==> config.mk <==
export PLATFORM = sky130hd
export DESIGN_NAME = longest_prefix_route_lookup
export DESIGN_NICKNAME = d
export VERILOG_FILES = /design/src/hw/rtl/lpr_pkg.sv /design/src/hw/rtl/lpr_table.sv /design/src/hw/rtl/lpr_match.sv /design/src/hw/rtl/longest_prefix_route_lookup.sv
export SDC_FILE = /design/constraint.sdc
export NUM_CORES = 1
export LEC_CHECK = 0
export BUFFER_PORTS_ARGS = -buffer_cell sky130_fd_sc_hd__buf_2
export CAP_MARGIN = 20
export CORE_ASPECT_RATIO = 2
export CORE_MARGIN = 1
export CORE_UTILIZATION = 40
export CTS_BUF_LIST = sky130_fd_sc_hd__clkbuf_8
export DETAILED_ROUTE_END_ITERATION = 10
export PLACE_DENSITY = 0.52
export SKIP_CTS_REPAIR_TIMING = 1
export SYNTH_ARGS = -nofsm -noshare
export SYNTH_HDL_FRONTEND = slang
export SYNTH_SLANG_ARGS = --single-unit
==> constraint.sdc <==
create_clock -name clk -period 9.2 [get_ports clk]
set_input_delay 2.3 -clock clk [delete_from_list [all_inputs] [get_ports clk]]
set_output_delay 2.3 -clock clk [all_outputs]
set_load 0.01 [all_outputs]
==> src/hw/rtl/lpr_pkg.sv <==
// lpr_pkg: shared types and constants for the longest prefix route lookup block
// no dependencies

package lpr_pkg;

  localparam int unsigned ADDR_W = 32;
  localparam int unsigned SLOT_W = 4;
  localparam int unsigned PORT_W = 2;

  localparam logic KIND_WRITE  = 1'b0;
  localparam logic KIND_LOOKUP = 1'b1;

  typedef enum logic [1:0] {
    ST_IDLE,
    ST_SCAN,
    ST_RESULT
  } state_t;

  typedef struct packed {
    logic [ADDR_W-1:0] prefix;
    logic [ADDR_W-1:0] mask;
    logic [PORT_W-1:0] port;
  } route_t;

  typedef struct packed {
    route_t route;
    logic   vld;
  } entry_t;

  typedef struct packed {
    logic              hit;
    logic [PORT_W-1:0] port;
  } best_t;

endpackage

==> src/hw/rtl/lpr_table.sv <==
// lpr_table: route table memory with one write and one registered read port
// valid bits live in flops cleared at reset; depends on lpr_pkg

module lpr_table #(
  parameter int unsigned ENTRIES = 16,
  parameter int unsigned IW      = 4
) (
  input  logic            clk,
  input  logic            rst,
  input  logic            wr_en,
  input  logic [IW-1:0]   wr_addr,
  input  lpr_pkg::entry_t wr_data,
  input  logic [IW-1:0]   rd_addr,
  output lpr_pkg::entry_t rd_data
);

  lpr_pkg::route_t mem [ENTRIES];
  logic [ENTRIES-1:0] valid;
  lpr_pkg::route_t    rd_route;
  logic               rd_vld;

  always_ff @(posedge clk) begin
    if (wr_en) begin
      mem[wr_addr] <= wr_data.route;
    end
    rd_route <= mem[rd_addr];
  end

  always_ff @(posedge clk) begin
    if (rst) begin
      valid  <= '0;
      rd_vld <= 1'b0;
    end else begin
      if (wr_en) begin
        valid[wr_addr] <= wr_data.vld;
      end
      rd_vld <= valid[rd_addr];
    end
  end

  assign rd_data = '{route: rd_route, vld: rd_vld};

endmodule

==> src/hw/rtl/lpr_match.sv <==
// lpr_match: shared masked compare unit that keeps the best match so far
// one table entry per cycle while en is high; depends on lpr_pkg

module lpr_match #(
  parameter int unsigned IW = 4
) (
  input  logic                        clk,
  input  logic                        rst,
  input  logic                        start,
  input  logic                        en,
  input  logic [lpr_pkg::ADDR_W-1:0]  address,
  input  lpr_pkg::entry_t             entry,
  input  logic [IW-1:0]               slot,
  output lpr_pkg::best_t              best,
  output logic [IW-1:0]               best_slot
);

  logic [lpr_pkg::ADDR_W-1:0] best_mask;
  logic                       is_match;
  logic                       better;

  assign is_match = entry.vld &&
                    (((address ^ entry.route.prefix) & entry.route.mask) == '0);
  assign better   = !best.hit || (entry.route.mask > best_mask);

  always_ff @(posedge clk) begin
    if (rst || start) begin
      best.hit  <= 1'b0;
      best.port <= '0;
      best_mask <= '0;
      best_slot <= '0;
    end else if (en && is_match && better) begin
      best.hit  <= 1'b1;
      best.port <= entry.route.port;
      best_mask <= entry.route.mask;
      best_slot <= slot;
    end
  end

endmodule

==> src/hw/rtl/longest_prefix_route_lookup.sv <==
// longest_prefix_route_lookup: write item stores one slot
// lookup walks the table through one shared masked compare, one entry per cycle,
// then holds its result until taken; a new request is accepted only back in idle
// busy while a lookup is in flight or its result waits
// reset clears every valid bit at once and returns the sequencer to idle
// depends on lpr_pkg, lpr_table, lpr_match

module longest_prefix_route_lookup #(
  parameter int unsigned ENTRIES = 16,
  parameter int unsigned PORTS   = 4
) (
  input  logic                              clk,
  input  logic                              rst,
  input  logic                              req_valid,
  output logic                              req_stall,
  input  logic                              kind,
  input  logic [lpr_pkg::SLOT_W-1:0]        entry_slot,
  input  logic [lpr_pkg::ADDR_W-1:0]        entry_prefix,
  input  logic [lpr_pkg::ADDR_W-1:0]        entry_mask,
  input  logic [lpr_pkg::PORT_W-1:0]        entry_port,
  input  logic                              entry_valid,
  input  logic [lpr_pkg::ADDR_W-1:0]        lookup_address,
  output logic                              rsp_valid,
  input  logic                              rsp_stall,
  output logic                              found,
  output logic [lpr_pkg::PORT_W-1:0]        out_port,
  output logic [lpr_pkg::SLOT_W-1:0]        out_slot
);

  localparam int unsigned IW = (ENTRIES > 1) ? $clog2(ENTRIES) : 1;
  localparam int unsigned CW = $clog2(ENTRIES + 1);
  localparam logic [CW-1:0] CNT_END = CW'(ENTRIES);
  localparam logic [31:0] PORT_SAT_FULL = 32'(PORTS - 1);

  lpr_pkg::state_t state, state_next;

  logic [CW-1:0]              cnt, cnt_next;
  logic                       rd_pend, rd_pend_next;
  logic [IW-1:0]              rd_slot;
  logic [lpr_pkg::ADDR_W-1:0] address;

  logic                       req_take;
  logic                       lookup_take;
  logic                       issue;
  logic                       wr_en;
  lpr_pkg::entry_t            wr_data;
  lpr_pkg::entry_t            rd_data;
  lpr_pkg::best_t             best;
  logic [IW-1:0]              best_slot;

  assign req_take    = req_valid && !req_stall;
  assign lookup_take = req_take && (kind == lpr_pkg::KIND_LOOKUP);
  assign wr_en       = req_take && (kind == lpr_pkg::KIND_WRITE) &&
                       ({28'd0, entry_slot} < 32'(ENTRIES));

  always_comb begin
    wr_data.route.prefix = entry_prefix;
    wr_data.route.mask   = entry_mask;
    wr_data.vld          = entry_valid;
    if ({30'd0, entry_port} >= 32'(PORTS)) begin
      wr_data.route.port = PORT_SAT_FULL[lpr_pkg::PORT_W-1:0];
    end else begin
      wr_data.route.port = entry_port;
    end
  end

  lpr_table #(
    .ENTRIES (ENTRIES),
    .IW      (IW)
  ) u_table (
    .clk     (clk),
    .rst     (rst),
    .wr_en   (wr_en),
    .wr_addr (IW'(entry_slot)),
    .wr_data (wr_data),
    .rd_addr (cnt[IW-1:0]),
    .rd_data (rd_data)
  );

  lpr_match #(
    .IW (IW)
  ) u_match (
    .clk       (clk),
    .rst       (rst),
    .start     (lookup_take),
    .en        (rd_pend),
    .address   (address),
    .entry     (rd_data),
    .slot      (rd_slot),
    .best      (best),
    .best_slot (best_slot)
  );

  always_ff @(posedge clk) begin
    if (rst) begin
      state   <= lpr_pkg::ST_IDLE;
      cnt     <= '0;
      rd_pend <= 1'b0;
    end else begin
      state   <= state_next;
      cnt     <= cnt_next;
      rd_pend <= rd_pend_next;
    end
  end

  always_ff @(posedge clk) begin
    rd_slot <= cnt[IW-1:0];
    if (lookup_take) begin
      address <= lookup_address;
    end
  end

  always_comb begin
    state_next   = state;
    cnt_next     = cnt;
    rd_pend_next = 1'b0;
    issue        = 1'b0;
    req_stall    = 1'b1;
    rsp_valid    = 1'b0;
    case (state)
      lpr_pkg::ST_IDLE: begin
        req_stall = 1'b0;
        if (lookup_take) begin
          state_next = lpr_pkg::ST_SCAN;
          cnt_next   = '0;
        end
      end
      lpr_pkg::ST_SCAN: begin
        if (cnt != CNT_END) begin
          issue        = 1'b1;
          rd_pend_next = 1'b1;
          cnt_next     = cnt + CW'(1);
        end else if (!rd_pend) begin
          state_next = lpr_pkg::ST_RESULT;
        end
      end
      lpr_pkg::ST_RESULT: begin
        rsp_valid = 1'b1;
        if (!rsp_stall) begin
          state_next = lpr_pkg::ST_IDLE;
        end
      end
      default: begin
        state_next = lpr_pkg::ST_IDLE;
      end
    endcase
  end

  assign found    = best.hit;
  assign out_port = best.port;
  assign out_slot = lpr_pkg::SLOT_W'(best_slot);

  // each table read issued during the scan is compared in the next cycle
  a_pend_after_issue: assert property (@(posedge clk) disable iff (rst)
    issue |=> rd_pend)
    else $error("table read issued without a pending compare");

  a_miss_zero: assert property (@(posedge clk) disable iff (rst)
    (rsp_valid && !found) |-> (out_port == '0 && out_slot == '0))
    else $error("miss result carries nonzero port or slot");

  a_lookup_scans: assert property (@(posedge clk) disable iff (rst)
    lookup_take |=> (state == lpr_pkg::ST_SCAN && cnt == '0))
    else $error("lookup transaction did not start a table scan");

  a_busy_no_take: assert property (@(posedge clk) disable iff (rst)
    (rsp_valid || rd_pend) |-> !req_take)
    else $error("request taken while a lookup is in flight");

endmodule
==> flow_metrics.tcl <==
set metrics [dict create \
    status "finished clean" \
    crit_family "simple AND/OR/NAND/NOR gates" \
    cp_max_fo 42 \
    clk_pin_slew_ns 0.06 \
    dp_hpwl_mm 66.7 \
    final_antenna_net_count 0 \
    rrSetupSlack_ns 5.39 \
    initialDrtViolationCount 1684 \
    fmax_mhz 201 \
    grt-ovfl-total 0 \
    synth_top_area_frac 0.713 \
    first_pass_iters 5 \
    gp_congestion 0.791 \
    hold_viol_final 0 \
    seqPwrFrac 0.583 \
    dieArea_sq_um 116000 \
    min_path_type "flop to flop" \
    p_sw_mw 2.23 \
    drive_gt1_frac 0.309 \
    final_common_cell "edfxtp_1" \
    comb_power_share 0.024 \
    worstPathRequired_ns 9.66 \
    track_usage 0.203 \
    root_buffer "clkbuf_8" \
    via_count 21308 \
    path_class "primary input to flop" \
    grt_max_degree 133 \
    coreArea_sq_um 114000 \
    seq_area_frac_synth 0.771 \
    numCtsBuffers 173 \
    ys_types 45 \
    synth.area.top_cells "edfxtp_1 71%, mux4_2 16%, dfxtp_1 5.9%, ha_1 0.93%, a21oi_1 0.72%" \
    rows 175 \
    die_h_um 481 \
    syn_nets 2195 \
    intPower_mw 8.24 \
    critPathSlowestCell "nor2_4" \
    clock_sinks 1222 \
    cts_max_path_buffers 3 \
    drc 0 \
    tightest_slew_ns 1.12 \
    synth.avg_cell_area_sq_um 22.3 \
    finClkSkew_ns 0.0375 \
    fillers 9596 \
    synth_seq_cells 1222 \
    swShare 0.213 \
    clkPwrFrac 0.394 \
    worstPathArrival_ns 5.42 \
    fin_setup_tns_ns 0 \
    layout_min_cycle_time_ns 4.97 \
    die_w_um 241 \
    clock_latency_ns 0.86 \
    area_delta_synth_final_pct 12.7 \
    p_leak_nw 16.0 \
    cp_cell_sequence "buf_2, nor4b_1, and2b_1, nand2b_1, nor2_4, buf_4" \
    io_buffers 116 \
    grt_pass1_vias 23099 \
    layout_common_cells "1088 x edfxtp_1, 335 x mux4_2, 199 x clkbuf_8" \
    netlist_area_sq_um 45800 \
    worst_setup_path_start_kind "primary input" \
    vias_per_cell 5.42 \
    powerDensity_nw_per_um2 203 \
    wl_per_cell_um 29.0 \
    ys_warn_count 0 \
    nNetsFinal 2425 \
    htreeDepth 4 \
    max_slew_margin 0.252 \
    wirelength_mm 114 \
    slowest_delay_ns 0.92 \
    ir_worst_vdd_mv 0.129 \
    post-route-period-util 0.540 \
    maxCapViolCount 0 \
    antenna_found_initial 25 \
    grt_first_pass_wirelength_mm 164 \
    cts_tree "yes" \
    holdWs_ns 0.458 \
    worstSetupEndpointType "flop" \
    initial_core_util 0.403 \
    drv_slew 0 \
    cp_num_buf_inv 2 \
    power_mw 10.5 \
    io_pins 117 \
    rsz0062_at_grt "no" \
    syn_inst 2053 \
    setup_viol 0 \
    yosys.area.top_type "edfxtp_1" \
]
-- final cells by class --
type / count / area, sq um / share of cell area
Sequential cell: 1222 / 35400 / 0.684
Inverter: 37 / 139 / 0.00269
Clock buffer: 199 / 2740 / 0.0530
Multi-Input combinational cell: 694 / 9960 / 0.193
Antenna cell: 7 / 17.5 / 0.000339
Timing Repair Buffer: 155 / 986 / 0.0191
Clock inverter: 114 / 592 / 0.0115
Tap cell: 1504 / 1880 / 0.0364
-- sequential cells by signal (all words and copies together) (netlist names) --
name and count:
u_table.valid 16, u_match.best_slot 4, rd_slot 4, u_table.mem 1056, u_table.rd_data 66, cnt 5
address 32, u_match.best 3, state 2, u_match.best_mask 32, rd_pend 1, u_table.rd_vld 1
-- cell usage after synthesis, drive strengths merged --
cell    instances
a22oi          10
nand3          48
nand4          13
and2            1
nor4bb          1
a21o            2
xor2           35
a221oi          3
a31oi           1
nor4b           1
a22o            2
nor4            1
and4bb          1
nand4b          1
and2b           1
and4            2
or2             1
a21boi          2
o21bai          1
ha             34
nor3            7
buf            51
nand3b          1
nand2b          5
and3            2
mux2i           5
or3             1
mux4          335
edfxtp       1088
inv            37
nor2           30
o21ai          52
a222oi          1
nor2b           5
nand2          21
o31ai           2
a21oi          66
clkbuf         49
dfxtp         134
-- kinds of logic (layout without fill, tap and decap cells) --
logic type / count (synthesis) / after routing / synth area share
multiplexers: 340 / 340 / 0.166
buffers and inverters: 137 / 505 / 0.0139
AND/OR/NAND/NOR: 143 / 143 / 0.0159
adder cells (fa/ha/maj): 34 / 34 / 0.00928
AO/OA/AOI/OAI: 142 / 142 / 0.0173
flip-flops: 1222 / 1222 / 0.771
XOR/XNOR: 35 / 35 / 0.00669
other: 0 / 7 / 0
-- worst register-to-register path, delay by kind of cell (launching register included) --
family / cells / cell delay [ns]
and+or+nand+nor: 4 / 2.22
DFF: 1 / 0.35
buffers and inverters: 1 / 0.80
-- through the flow --
step | cells | util | instance area (sq um) | worst slack (ns)
detailed placement | 3611 | 0.425 | 48300 | 3.29
global placement | 3608 | 0.425 | 48300 | 3.27
floorplan | 2053 | - | 45800 | 1.01
CTS | 3924 | 0.454 | 51600 | 4.24
global route | 3926 | 0.455 | 51700 | 4.13
finish | 3932 | 0.455 | 51700 | 4.23
-- metal layers --
| metal | GRT usage | share of wire | vias up |
|---|---|---|---|
| li1 | - | - | 9055 |
| met1 | 0.250 | 0.39 | 11415 |
| met5 | 0 | 0.00099 | - |
| met2 | 0.353 | 0.53 | 622 |
| met4 | 0.0631 | 0.026 | 20 |
| met3 | 0.0462 | 0.058 | 196 |
-- power groups by stage --
| stage | Sequential [mW] | Combinational [mW] | Clock [mW] |
|---|---|---|---|
| global route | 6.10 | 0.269 | 4.47 |
| CTS | 6.10 | 0.254 | 4.26 |
| detailed placement | 6.22 | 0.254 | 0 |
| floorplan | 6.22 | 0.105 | 0 |
| global placement | 6.22 | 0.243 | 0 |
| finish | 6.10 | 0.247 | 4.12 |
-- final timing paths --
kind                               end  cells past startpoint  startpoint
hold reg to reg   u_match.best_slot[0]                      2  rd_slot[0]
hold / removal    u_match.best_slot[0]                      2  rd_slot[0]
setup / recovery    u_table.mem[8][32]                      6        kind
setup reg to reg    u_table.mem[8][32]                      5    state[1]
Note: power is estimated with default switching activity, not from simulation.
